File: src/design/assert_macros.svh
// Assertion macros shared by the engine RTL.
`ifndef ASSERT_MACROS_SVH
`define ASSERT_MACROS_SVH

`ifndef SYNTHESIS

// Property checked on every rising clock edge outside of reset.
`define ALLE_ASSERT(lbl, clk, rst_n, prop) \
  lbl: assert property (@(posedge clk) disable iff (!rst_n) (prop)) \
    else $error("engine assertion failed");

// Implication checked on every rising clock edge outside of reset.
`define ALLE_ASSERT_IMPL(lbl, clk, rst_n, ante, cons) \
  lbl: assert property (@(posedge clk) disable iff (!rst_n) (ante) |-> (cons)) \
    else $error("engine assertion failed");

`else

`define ALLE_ASSERT(lbl, clk, rst_n, prop)
`define ALLE_ASSERT_IMPL(lbl, clk, rst_n, ante, cons)

`endif

`endif

File: src/design/alle_pkg.sv
// Types and constants of the array linked list engine.
`timescale 1ns / 1ps

package alle_pkg;

  // Beat widths, whole bytes.
  localparam int IN_TDATA_W  = 40;
  localparam int OUT_TDATA_W = 48;

  // Input field widths.
  localparam int MODE_W  = 3;
  localparam int POS_W   = 4;
  localparam int VALUE_W = 32;

  // Output field widths.
  localparam int STATUS_W = 2;
  localparam int DATA_W   = 32;
  localparam int NODE_W   = 4;
  localparam int COUNT_W  = 5;
  localparam int OUT_USED_W = STATUS_W + DATA_W + NODE_W + COUNT_W;

  typedef enum logic [MODE_W-1:0] {
    MD_READ      = 3'd0,
    MD_OVERWRITE = 3'd1,
    MD_REMOVE    = 3'd2,
    MD_INSERT    = 3'd3,
    MD_FRONT     = 3'd4,
    MD_BACK      = 3'd5,
    MD_SEARCH    = 3'd6
  } mode_t;

  typedef enum logic [STATUS_W-1:0] {
    ST_OK       = 2'd0,
    ST_BADPOS   = 2'd1,
    ST_FULL     = 2'd2,
    ST_NOTFOUND = 2'd3
  } status_t;

endpackage

File: src/design/array_linked_list_engine_core.sv
// Command engine for a doubly linked list kept in a fixed node store.
`timescale 1ns / 1ps
//
//  Channel  | Ports                         | Beat contents (lowest bit first)
//  ---------+-------------------------------+----------------------------------------
//  command  | in_tvalid/in_tready/in_tdata  | mode[2:0], position[6:3], value[38:7]
//  result   | out_tvalid/out_tready/out_tdata| status[1:0], data_out[33:2],
//           |                               | node_index[37:34], element_count[42:38]
//
//  After reset the link memory is swept once to build the free chain, with
//  in_tready low. One command is worked at a time, all of it paced by the
//  single registered read port of the link memory: read, overwrite, bad
//  position and full finish after the check of the addressed slot; add
//  front/back, insert after and remove then patch any neighbour link words,
//  each by a read and a write; search reads the list nodes in order from the head.
//  A finished result waits in the output register while the next command is
//  accepted; a stalled result only holds the engine once a second one is done.

module array_linked_list_engine_core #(
  parameter int CAPACITY      = 16,
  parameter int ELEMENT_WIDTH = 32
) (
  input  logic                             clk,
  input  logic                             rst_n,
  input  logic                             in_tvalid,
  output logic                             in_tready,
  // mode, position, value, zero pad
  input  logic [alle_pkg::IN_TDATA_W-1:0]  in_tdata,
  output logic                             out_tvalid,
  input  logic                             out_tready,
  // status, data_out, node_index, element_count, zero pad
  output logic [alle_pkg::OUT_TDATA_W-1:0] out_tdata
);

  import alle_pkg::*;

  localparam int IW = $clog2(CAPACITY);       // slot index
  localparam int LW = $clog2(CAPACITY + 1);   // link, holds the null code
  localparam int PW = (LW > POS_W) ? LW : POS_W;
  localparam int CW = (LW > COUNT_W) ? LW : COUNT_W;
  localparam logic [LW-1:0] NIL     = LW'(CAPACITY);
  localparam logic [PW-1:0] CAP_POS = PW'(CAPACITY);
  localparam logic [IW-1:0] LAST_IX = IW'(CAPACITY - 1);

  typedef struct packed {
    logic          occ;
    logic [LW-1:0] prv;
    logic [LW-1:0] nxt;
  } link_t;

  typedef enum logic [2:0] {
    S_INIT, S_IDLE, S_CHK, S_TAKE, S_PRD, S_PWR, S_SRCH, S_DONE
  } state_t;

  // Node store: link word per slot, element per slot.
  link_t                    link_mem [CAPACITY];
  logic [ELEMENT_WIDTH-1:0] elem_mem [CAPACITY];

  link_t                    link_q;
  logic [ELEMENT_WIDTH-1:0] elem_q;
  logic [IW-1:0]            mem_ra;
  logic                     link_we, elem_we;
  logic [IW-1:0]            link_wa, elem_wa;
  link_t                    link_wd;
  logic [ELEMENT_WIDTH-1:0] elem_wd;

  state_t                   state_r, state_nxt;
  logic [IW-1:0]            init_idx_r, init_idx_nxt;
  logic [MODE_W-1:0]        mode_r, mode_nxt;
  logic [PW-1:0]            pos_r, pos_nxt;
  logic [ELEMENT_WIDTH-1:0] val_r, val_nxt;
  logic [LW-1:0]            head_r, head_nxt;
  logic [LW-1:0]            tail_r, tail_nxt;
  logic [LW-1:0]            free_r, free_nxt;
  logic [LW-1:0]            count_r, count_nxt;
  logic [LW-1:0]            cur_r, cur_nxt;
  logic [LW-1:0]            nx_r, nx_nxt;
  // pending link patches: target, new value, patch next (1) or prev (0)
  logic [LW-1:0]            pa_tgt_r, pa_tgt_nxt, pa_val_r, pa_val_nxt;
  logic                     pa_fld_r, pa_fld_nxt;
  logic                     pb_vld_r, pb_vld_nxt;
  logic [LW-1:0]            pb_tgt_r, pb_tgt_nxt, pb_val_r, pb_val_nxt;
  logic                     pb_fld_r, pb_fld_nxt;
  status_t                  res_status_r, res_status_nxt;
  logic [DATA_W-1:0]        res_data_r, res_data_nxt;
  logic [LW-1:0]            res_node_r, res_node_nxt;
  logic                     out_vld_r, out_vld_nxt;
  status_t                  out_status_r, out_status_nxt;
  logic [DATA_W-1:0]        out_data_r, out_data_nxt;
  logic [NODE_W-1:0]        out_node_r, out_node_nxt;
  logic [COUNT_W-1:0]       out_count_r, out_count_nxt;

  logic [MODE_W-1:0]        in_mode;
  logic [PW-1:0]            in_pos;
  logic [63:0]              in_val64;
  logic [63:0]              elem_q64;
  logic [DATA_W-1:0]        elem_q_data;
  logic [PW-1:0]            res_node_ext;
  logic [CW-1:0]            count_ext;
  logic                     pos_ok, full, prv_ok, nxt_ok, take_go;

  assign in_mode     = in_tdata[MODE_W-1:0];
  assign in_pos      = PW'(in_tdata[MODE_W+POS_W-1:MODE_W]);
  assign in_val64    = {32'd0, in_tdata[MODE_W+POS_W+VALUE_W-1:MODE_W+POS_W]};
  assign elem_q64    = 64'(elem_q);
  assign elem_q_data = elem_q64[DATA_W-1:0];
  assign res_node_ext = PW'(res_node_r);
  assign count_ext   = CW'(count_r);

  assign pos_ok = (pos_r < CAP_POS) && link_q.occ;
  assign full   = (count_r == NIL);
  assign prv_ok = (link_q.prv != NIL);
  assign nxt_ok = (link_q.nxt != NIL);

  assign in_tready  = (state_r == S_IDLE);
  assign out_tvalid = out_vld_r;
  assign out_tdata  = {{(OUT_TDATA_W-OUT_USED_W){1'b0}},
                       out_count_r, out_node_r, out_data_r, out_status_r};

  // Node store: one write and one registered read per memory per cycle.
  always_ff @(posedge clk) begin
    if (link_we) begin
      link_mem[link_wa] <= link_wd;
    end
    if (elem_we) begin
      elem_mem[elem_wa] <= elem_wd;
    end
    link_q <= link_mem[mem_ra];
    elem_q <= elem_mem[mem_ra];
  end

  always_comb begin
    state_nxt      = state_r;
    init_idx_nxt   = init_idx_r;
    mode_nxt       = mode_r;
    pos_nxt        = pos_r;
    val_nxt        = val_r;
    head_nxt       = head_r;
    tail_nxt       = tail_r;
    free_nxt       = free_r;
    count_nxt      = count_r;
    cur_nxt        = cur_r;
    nx_nxt         = nx_r;
    pa_tgt_nxt     = pa_tgt_r;
    pa_val_nxt     = pa_val_r;
    pa_fld_nxt     = pa_fld_r;
    pb_vld_nxt     = pb_vld_r;
    pb_tgt_nxt     = pb_tgt_r;
    pb_val_nxt     = pb_val_r;
    pb_fld_nxt     = pb_fld_r;
    res_status_nxt = res_status_r;
    res_data_nxt   = res_data_r;
    res_node_nxt   = res_node_r;
    // drop the held result once it is taken
    out_vld_nxt    = out_vld_r & ~out_tready;
    out_status_nxt = out_status_r;
    out_data_nxt   = out_data_r;
    out_node_nxt   = out_node_r;
    out_count_nxt  = out_count_r;
    mem_ra         = '0;
    link_we        = 1'b0;
    link_wa        = '0;
    link_wd        = link_q;
    elem_we        = 1'b0;
    elem_wa        = '0;
    elem_wd        = val_r;
    take_go        = 1'b0;

    unique case (state_r)
      // Build the free chain: slot i links to i+1, the last to null.
      S_INIT: begin
        link_we = 1'b1;
        link_wa = init_idx_r;
        link_wd = '{occ: 1'b0, prv: NIL, nxt: LW'(init_idx_r) + LW'(1)};
        init_idx_nxt = init_idx_r + IW'(1);
        if (init_idx_r == LAST_IX) begin
          state_nxt = S_IDLE;
        end
      end

      // Capture the command and start the first read.
      S_IDLE: begin
        mem_ra = in_pos[IW-1:0];
        if (in_tvalid) begin
          mode_nxt       = in_mode;
          pos_nxt        = in_pos;
          val_nxt        = in_val64[ELEMENT_WIDTH-1:0];
          res_status_nxt = ST_OK;
          res_data_nxt   = '0;
          res_node_nxt   = '0;
          pb_vld_nxt     = 1'b0;
          cur_nxt        = head_r;
          unique case (in_mode)
            MD_READ, MD_OVERWRITE, MD_REMOVE, MD_INSERT: begin
              state_nxt = S_CHK;
            end
            MD_FRONT, MD_BACK: begin
              mem_ra    = free_r[IW-1:0];
              state_nxt = S_CHK;
            end
            MD_SEARCH: begin
              mem_ra = head_r[IW-1:0];
              if (head_r == NIL) begin
                res_status_nxt = ST_NOTFOUND;
                state_nxt      = S_DONE;
              end else begin
                state_nxt = S_SRCH;
              end
            end
            default: begin
              state_nxt = S_DONE;
            end
          endcase
        end
      end

      // Link word and element of the addressed slot are in hand.
      S_CHK: begin
        state_nxt = S_DONE;
        unique case (mode_r)
          MD_FRONT, MD_BACK: begin
            if (full) begin
              res_status_nxt = ST_FULL;
            end else begin
              take_go = 1'b1;
            end
          end
          default: begin
            if (!pos_ok) begin
              res_status_nxt = ST_BADPOS;
            end else begin
              unique case (mode_r)
                MD_READ: begin
                  res_data_nxt = elem_q_data;
                  res_node_nxt = LW'(pos_r);
                end
                MD_OVERWRITE: begin
                  res_data_nxt = elem_q_data;
                  res_node_nxt = LW'(pos_r);
                  elem_we      = 1'b1;
                  elem_wa      = pos_r[IW-1:0];
                end
                MD_REMOVE: begin
                  res_data_nxt = elem_q_data;
                  res_node_nxt = LW'(pos_r);
                  // return the slot to the free chain
                  link_we   = 1'b1;
                  link_wa   = pos_r[IW-1:0];
                  link_wd   = '{occ: 1'b0, prv: link_q.prv, nxt: free_r};
                  free_nxt  = LW'(pos_r);
                  count_nxt = count_r - LW'(1);
                  if (!prv_ok) begin
                    head_nxt = link_q.nxt;
                  end
                  if (!nxt_ok) begin
                    tail_nxt = link_q.prv;
                  end
                  // unlink from neighbors: prev.next = next, next.prev = prev
                  if (prv_ok) begin
                    pa_tgt_nxt = link_q.prv;
                    pa_val_nxt = link_q.nxt;
                    pa_fld_nxt = 1'b1;
                    pb_vld_nxt = nxt_ok;
                    pb_tgt_nxt = link_q.nxt;
                    pb_val_nxt = link_q.prv;
                    pb_fld_nxt = 1'b0;
                    state_nxt  = S_PRD;
                  end else if (nxt_ok) begin
                    pa_tgt_nxt = link_q.nxt;
                    pa_val_nxt = link_q.prv;
                    pa_fld_nxt = 1'b0;
                    state_nxt  = S_PRD;
                  end
                end
                default: begin
                  // insert after: position checked first, then space
                  if (full) begin
                    res_status_nxt = ST_FULL;
                  end else begin
                    link_we   = 1'b1;
                    link_wa   = pos_r[IW-1:0];
                    link_wd   = '{occ: link_q.occ, prv: link_q.prv, nxt: free_r};
                    nx_nxt    = link_q.nxt;
                    mem_ra    = free_r[IW-1:0];
                    state_nxt = S_TAKE;
                  end
                end
              endcase
            end
          end
        endcase
      end

      S_TAKE: begin
        take_go = 1'b1;
      end

      // Read the patch target.
      S_PRD: begin
        mem_ra    = pa_tgt_r[IW-1:0];
        state_nxt = S_PWR;
      end

      // Write it back with one link replaced.
      S_PWR: begin
        link_we = 1'b1;
        link_wa = pa_tgt_r[IW-1:0];
        link_wd = link_q;
        if (pa_fld_r) begin
          link_wd.nxt = pa_val_r;
        end else begin
          link_wd.prv = pa_val_r;
        end
        if (pb_vld_r) begin
          pa_tgt_nxt = pb_tgt_r;
          pa_val_nxt = pb_val_r;
          pa_fld_nxt = pb_fld_r;
          pb_vld_nxt = 1'b0;
          state_nxt  = S_PRD;
        end else begin
          state_nxt = S_DONE;
        end
      end

      // One node per cycle from the head.
      S_SRCH: begin
        if (elem_q == val_r) begin
          res_status_nxt = ST_OK;
          res_node_nxt   = cur_r;
          state_nxt      = S_DONE;
        end else if (!nxt_ok) begin
          res_status_nxt = ST_NOTFOUND;
          state_nxt      = S_DONE;
        end else begin
          mem_ra  = link_q.nxt[IW-1:0];
          cur_nxt = link_q.nxt;
        end
      end

      // Hand the result to the output register once it is free.
      S_DONE: begin
        if (!out_vld_r || out_tready) begin
          out_vld_nxt    = 1'b1;
          out_status_nxt = res_status_r;
          out_data_nxt   = res_data_r;
          out_node_nxt   = res_node_ext[NODE_W-1:0];
          out_count_nxt  = count_ext[COUNT_W-1:0];
          state_nxt      = S_IDLE;
        end
      end
    endcase

    // Allocate the free head: link_q holds its link word here.
    if (take_go) begin
      link_we        = 1'b1;
      link_wa        = free_r[IW-1:0];
      elem_we        = 1'b1;
      elem_wa        = free_r[IW-1:0];
      free_nxt       = link_q.nxt;
      count_nxt      = count_r + LW'(1);
      res_node_nxt   = free_r;
      pb_vld_nxt     = 1'b0;
      state_nxt      = S_DONE;
      unique case (mode_r)
        MD_INSERT: begin
          link_wd = '{occ: 1'b1, prv: LW'(pos_r), nxt: nx_r};
          if (nx_r != NIL) begin
            pa_tgt_nxt = nx_r;
            pa_val_nxt = free_r;
            pa_fld_nxt = 1'b0;
            state_nxt  = S_PRD;
          end else begin
            tail_nxt = free_r;
          end
        end
        MD_FRONT: begin
          link_wd  = '{occ: 1'b1, prv: NIL, nxt: head_r};
          head_nxt = free_r;
          if (head_r != NIL) begin
            pa_tgt_nxt = head_r;
            pa_val_nxt = free_r;
            pa_fld_nxt = 1'b0;
            state_nxt  = S_PRD;
          end else begin
            tail_nxt = free_r;
          end
        end
        default: begin
          link_wd  = '{occ: 1'b1, prv: tail_r, nxt: NIL};
          tail_nxt = free_r;
          if (tail_r != NIL) begin
            pa_tgt_nxt = tail_r;
            pa_val_nxt = free_r;
            pa_fld_nxt = 1'b1;
            state_nxt  = S_PRD;
          end else begin
            head_nxt = free_r;
          end
        end
      endcase
    end
  end

  always_ff @(posedge clk) begin
    if (!rst_n) begin
      state_r    <= S_INIT;
      init_idx_r <= '0;
      head_r     <= NIL;
      tail_r     <= NIL;
      free_r     <= '0;
      count_r    <= '0;
      pb_vld_r   <= 1'b0;
      out_vld_r  <= 1'b0;
    end else begin
      state_r      <= state_nxt;
      init_idx_r   <= init_idx_nxt;
      head_r       <= head_nxt;
      tail_r       <= tail_nxt;
      free_r       <= free_nxt;
      count_r      <= count_nxt;
      pb_vld_r     <= pb_vld_nxt;
      out_vld_r    <= out_vld_nxt;
      mode_r       <= mode_nxt;
      pos_r        <= pos_nxt;
      val_r        <= val_nxt;
      cur_r        <= cur_nxt;
      nx_r         <= nx_nxt;
      pa_tgt_r     <= pa_tgt_nxt;
      pa_val_r     <= pa_val_nxt;
      pa_fld_r     <= pa_fld_nxt;
      pb_tgt_r     <= pb_tgt_nxt;
      pb_val_r     <= pb_val_nxt;
      pb_fld_r     <= pb_fld_nxt;
      res_status_r <= res_status_nxt;
      res_data_r   <= res_data_nxt;
      res_node_r   <= res_node_nxt;
      out_status_r <= out_status_nxt;
      out_data_r   <= out_data_nxt;
      out_node_r   <= out_node_nxt;
      out_count_r  <= out_count_nxt;
    end
  end

`include "assert_macros.svh"

  `ALLE_ASSERT(a_count_bound, clk, rst_n, count_r <= NIL)
  `ALLE_ASSERT(a_free_vs_count, clk, rst_n, (free_r == NIL) == (count_r == NIL))
  `ALLE_ASSERT(a_ends_vs_count, clk, rst_n, (head_r == NIL) == (count_r == '0))
  `ALLE_ASSERT(a_head_tail_null, clk, rst_n, (head_r == NIL) == (tail_r == NIL))
  `ALLE_ASSERT_IMPL(a_alloc_same_slot, clk, rst_n, link_we && elem_we, link_wa == elem_wa)

endmodule
File: config.mk
export PLATFORM = sky130hd
export DESIGN_NAME = array_linked_list_engine_core
export DESIGN_NICKNAME = d
export VERILOG_FILES = /design/src/design/alle_pkg.sv /design/src/design/array_linked_list_engine_core.sv
export VERILOG_INCLUDE_DIRS = /design/src /design/src/design
export SDC_FILE = /design/constraint.sdc
export NUM_CORES = 1
export LEC_CHECK = 0
export ABC_CLOCK_PERIOD_IN_PS = 7900
export BUFFER_PORTS_ARGS = -buffer_cell sky130_fd_sc_hd__buf_2
export CORE_MARGIN = 3
export CORE_UTILIZATION = 53
export DETAILED_ROUTE_END_ITERATION = 8
export PLACE_DENSITY = 0.69
export SYNTH_ARGS = -nofsm -noshare
export SYNTH_HDL_FRONTEND = slang
export SYNTH_SLANG_ARGS = --single-unit
File: constraint.sdc
create_clock -name clk -period 7.9 [get_ports clk]
set_input_delay 1.185 -clock clk [delete_from_list [all_inputs] [get_ports clk]]
set_output_delay 1.185 -clock clk [all_outputs]
set_load 0.05 [all_outputs]
# Yosys cells after proc, flatten, opt, wreduce, memory -nomap -nowiden
# Memories as Yosys holds them, arrays and structs flattened. A register that Yosys moved wholly into a read port is not among the register bits.
# Cells that the tools add are included.
# W data, S select, Z words.
[op_classes]
addsub = 4
n_lt_le_gt_ge = 1
eq_ne = 46
mux = 163
bitwise_logic = 6
n_reduce_logical = 33
[ops]
columns = ["operator", "n"]
rows = [
  ["$mux W5", 48],
  ["$mux W32", 4],
  ["$mux W4", 25],
  ["$pmux W32 S2", 1],
  ["$pmux W5 S2", 6],
  ["$mux W11", 3],
  ["$pmux W11 S3", 1],
  ["$eq A32 B32 Y1", 1],
  ["$mux W1", 32],
  ["$mux W2", 15],
  ["$eq A3 B3 Y1 const B", 9],
  ["$mux W3", 9],
  ["$ne A5 B5 Y1 const B", 5],
  ["$pmux W4 S2", 3],
  ["$pmux W4 S3", 2],
  ["$reduce_and A6 Y1", 4],
  ["$pmux W11 S2", 1],
  ["$ne A3 B3 Y1 const B", 7],
  ["$pmux W3 S7", 1],
  ["$pmux W10 S2", 1],
  ["$eq A3 B2 Y1 const B", 6],
  ["$ne A2 B2 Y1 const B", 9],
  ["$pmux W3 S2", 3],
  ["$pmux W4 S4", 1],
  ["other kinds (30)", 56],
]
[word_totals]
regBits = 179
mem_bits_rw = 688
input_bits = 44
out_inout_bits = 50
wordCells = 280
n_memories = 2
[mem_list]
columns = ["name", "words", "word_bits", "rd", "rd_ports_with_merged_regs", "write_ports", "line", "text"]
rows = [
  ["elem_mem", 16, 32, 1, 1, 1, "array_linked_list_engine_core.sv:57", "logic [ELEMENT_WIDTH-1:0] elem_mem [CAPACITY];"],
  ["link_mem", 16, 11, 1, 1, 1, "array_linked_list_engine_core.sv:56", "link_t link_mem [CAPACITY];"],
]

# Longest topological paths before layout
[logic_depth]
depth_word = 10
depth_mapped = 14
depth_no_buf = 11

# Worst setup path before layout
# OpenSTA, ideal clock, no wires.
[synth_timing]
kind = "input-to-reg"
start = "in rst_n"
end = "reg res_data_r[0], enable pin"
setup_time_ns = 0.470
t_arrival_ns = 4.018
t_required_ns = 7.430
path_slack_ns = 3.411
path_stages = 3
path_buffers = 2
cell_sequence = "clkbuf_1 clkbuf_1 a21boi_0"
[synth_via]
elab_chain_cells = 1
[synth_rtl]
columns = ["element", "line", "text"]
rows = [
  ["from (decl)", "array_linked_list_engine_core.sv:24", "input logic rst_n,"],
  ["$reduce_and A6 Y1 (no source line)", "n/a", ""],
  ["to (signal assigned)", "array_linked_list_engine_core.sv:435", "res_data_r <= res_data_nxt;"],
  ["to (decl)", "array_linked_list_engine_core.sv:85", "logic [DATA_W-1:0] res_data_r, res_data_nxt;"],
]
# Every way passes these cells.
# A chain may end at the register's enable or synchronous reset.

# Worst setup path after layout
[layout_timing]
start = "reg state_r[0]"
end = "reg link_q[0] (netlist name)"
[layout_via]
elab_chain_cells = 2
word_cells_on_any_way = 5
classes_between = "eq/ne: 4; mux: 1"
[layout_rtl]
columns = ["element", "line", "text"]
rows = [
  ["from (decl)", "array_linked_list_engine_core.sv:67", "state_t state_r, state_nxt;"],
  ["from (signal assigned)", "array_linked_list_engine_core.sv:415", "state_r <= state_nxt;"],
  ["$eq A3 B3 Y1 (tied with other cells)", "array_linked_list_engine_core.sv:169", "unique case (state_r)"],
  ["$pmux W4 S4 *", "array_linked_list_engine_core.sv:169", ""],
]
# Mark *: on every way between the ends. The rest lies on a longest branch, timed or not.

==> metrics.csv <==
metric,value,unit
final_max_slew_viol_count,0,
rsz0062_at_grt,false,
clk_pin_slew,0.06,ns
synth_top_area_cell,edfxtp_1,
cts_buffers,91,
cts_setup_buffers,0,
hold_violations,0,
worstSetupStartpoint,state_r[0],
numClockSinks,908,
async_flop_share,0,
drt-total-wl,87400,um
avgRoutedWirePerCell,26.7,um
synthFlopType,edfxtp_1,
antenna_cells,0,
register_area,0.0265,sq mm
slew_headroom,0.0515,
postCtsResizedCells,0,
worst-path-max-fanout,59,
syn_to_final_growth,13.1,%
fin_crit,4.88,ns
ys_top_cells_by_count,"836 x edfxtp_1, 348 x nand2_1, 88 x nor2_1, 87 x clkbuf_1, 74 x mux4_2",
worstSetupEndpointType,flop,
worstHoldPathCells,0,
worstHoldPathType,flop to flop,
drt_pass1_iterations,6,
start_kind,flop,
yosys.cell_count.top_type,edfxtp_1,
antenna_found_initial,1,
post-route-period-util,0.618,
powerDensity,303,mW/mm^2
fmaxAchievable,0.205,GHz
setup_viol,0,
avgViaCountPerCell,6.34,
rows,94,
ys_seq_area_frac,0.741,
critPathArrivalTime,5.42,ns
clockBufferDepth,3,
maxCapViolations,0,
ys_types,77,
grt.overflow.total,0,
place.gp.congestion,0.910,
crit_type,flop to flop,
syn_inst,2242,
grt_pass1_vias,20600,
drive_gt1_frac,0.164,
r2r_slack,3.02,ns
synth_xor_area_frac,0.0103,
fillers,4793,
worst_slew_pin_slew,1.42,ns
stdcell_area,0.0405,sq mm
dieArea,0.0707,sq mm
grt_usage,0.248,
num_vias,20800,
syn_area_per_cell,16.0,sq um
nets,2384,
post-dp-hpwl,48300,um
synth-compound-area-share,0.0785,
synth_fa_ha_area_frac,0.00196,
clock_skew,0.0234,ns
synth_area,0.0358,sq mm
placement.io_buffers,87,
htreeDepth,3,
drtIter0Drc,2269,
die_h,266,um
p_leak,14.0,nW
synth-edff-count,836,
core-area,0.0663,sq mm
rr_worst_depth,10,
hold_path.startpoint,res_data_r[11],
synth_warnings,0,
ys_seq_elements,908,
cts_hold_buf,0,
pin_count,94,
postRouteAntennaNets,0,
synth-simple-area-share,0.0783,
outcome,finished clean,
synth_top_family_by_area,compound AO/OA/AOI/OAI gates,
root_buffer,clkbuf_16,
initial_core_util,0.540,
whs_endpoint,out_data_r[11],
multi_input_area,0.00879,sq mm
cts_tree,yes,
grt_first_pass_wirelength,130000,um
clock_latency,0.65,ns
yosys-top-cells-area,"edfxtp_1 70%, mux4_2 4.7%, dfxtp_1 4.0%, nand2_1 3.6%, mux2i_1 1.8%",
r2r-start,state_r[0],
yosys.area.top_type_share,0.701,
drc_errors,0,
die_w,266,um
fin_tns_setup,0,ns
irDropWorstVdd,0.242,mV
required,8.43,ns
postPlaceCellArea,0.0373,sq mm
r2r-end,link_q[0],
synth_mux_area_frac,0.0706,
grt_max_degree,83,
-- where the power goes --
part	internal (W)	total, W	leakage, nW	switching, W
combinational	0.000632	0.00181	4.24	0.00118
sequential	0.00564	0.00589	8.26	0.000246
clock	0.00276	0.00458	1.55	0.00182
total	0.00903	0.0123	14.0	0.00324
-- placed cells by master, fill, tap and decap left out, types with 6 or more instances in the layout --
cell,Yosys,layout
a22o_1,46,46
mux4_1,8,8
buf_4,10,47
mux4_2,74,74
nor2_1,88,68
nor4_1,12,12
xor2_1,33,33
o211ai_1,6,6
nand2b_1,14,14
a31oi_1,46,44
clkbuf_16,0,91
buf_2,31,87
nor2_4,1,21
nor2b_1,7,7
bufinv_16,0,18
mux2i_1,63,63
nand2_1,348,347
a32oi_1,45,45
clkbuf_1,87,16
o22ai_1,9,9
a21oi_1,44,44
and2_1,21,19
nor3_1,6,6
nand3_1,56,56
dfxtp_1,72,71
a31o_1,42,41
a21boi_0,9,8
clkinv_2,0,11
clkinv_1,1,16
o21ai_0,37,37
and3_1,38,37
o211a_1,15,15
a221oi_1,19,19
xnor2_1,9,9
a21o_1,6,6
edfxtp_1,836,836
nor4b_1,9,9
-- area by class of cell --
cell class                      instances  share of cell area
Inverter                                5            0.000463
Timing Repair Buffer                  137              0.0209
Clock inverter                         59              0.0207
Clock buffer                          110              0.0587
Tap cell                              864              0.0267
Sequential cell                       908               0.656
Multi-Input combinational cell       1192               0.217
-- cells by family after synthesis --
family / count (synthesis)
AO/OA/AOI/OAI: 372
XOR/XNOR: 42
adder cells (fa/ha/maj): 5
buffers and inverters: 146
flip-flops: 908
multiplexers: 147
other: 1
AND/OR/NAND/NOR: 621
-- stage by stage --
step	power [W]	utilization	hold slack, ns	std cells	setup slack, ns
6_report	0.0123	0.611	0.418	3275	3.02
5_1_grt	0.0127	0.611	0.430	3275	2.81
4_1_cts	0.0123	0.610	0.418	3274	3.10
3_5_place_dp	0.00775	0.562	0.405	3105	2.92
3_3_place_gp	0.00769	0.562	0.401	3105	2.95
2_1_floorplan	0.00714	-	0.400	2246	3.41
-- state kept, by name, summed over array words and instances, names as in the netlist, 5 cells and up --
name,flops
pb_val_r,5
link_mem,176
out_data_r,32
tail_r,5
link_q,11
free_r,5
count_ext,5
out_count_r,5
elem_q,32
res_data_r,32
nx_r,5
elem_mem,512
pa_val_r,5
head_r,5
elem_wd,32
-- worst max-delay path, stage by stage, from the launching register on --
cell,delay (ns)
dfxtp_1,0.51
nor2_2,0.16
buf_4,0.52
nand2_1,0.36
o22ai_2,0.38
a221o_1,0.46
nand2b_4,0.56
buf_4,0.81
mux4_2,0.42
a22o_1,0.30
a31o_1,0.21
-- metal layers --
metal	track usage	vias up	part of all wire
met1	0.345	10500	0.40
li1	-	8968	-
met5	0.0108	-	0.0014
met3	0.0538	180	0.10
met2	0.392	1083	0.47
met4	0.0855	4	0.029
-- worst max-delay path by stage --
stage	endpoint	slack, ns	cells past startpoint
global placement	link_q[7]	2.95	10
global route	link_q[7]	2.81	10
CTS	link_q[7]	3.10	10
floorplan	res_data_r[0]	3.41	3
finish	link_q[0]	3.02	10
detailed placement	link_q[7]	2.92	10
Power figures use the tool's default switching activity.
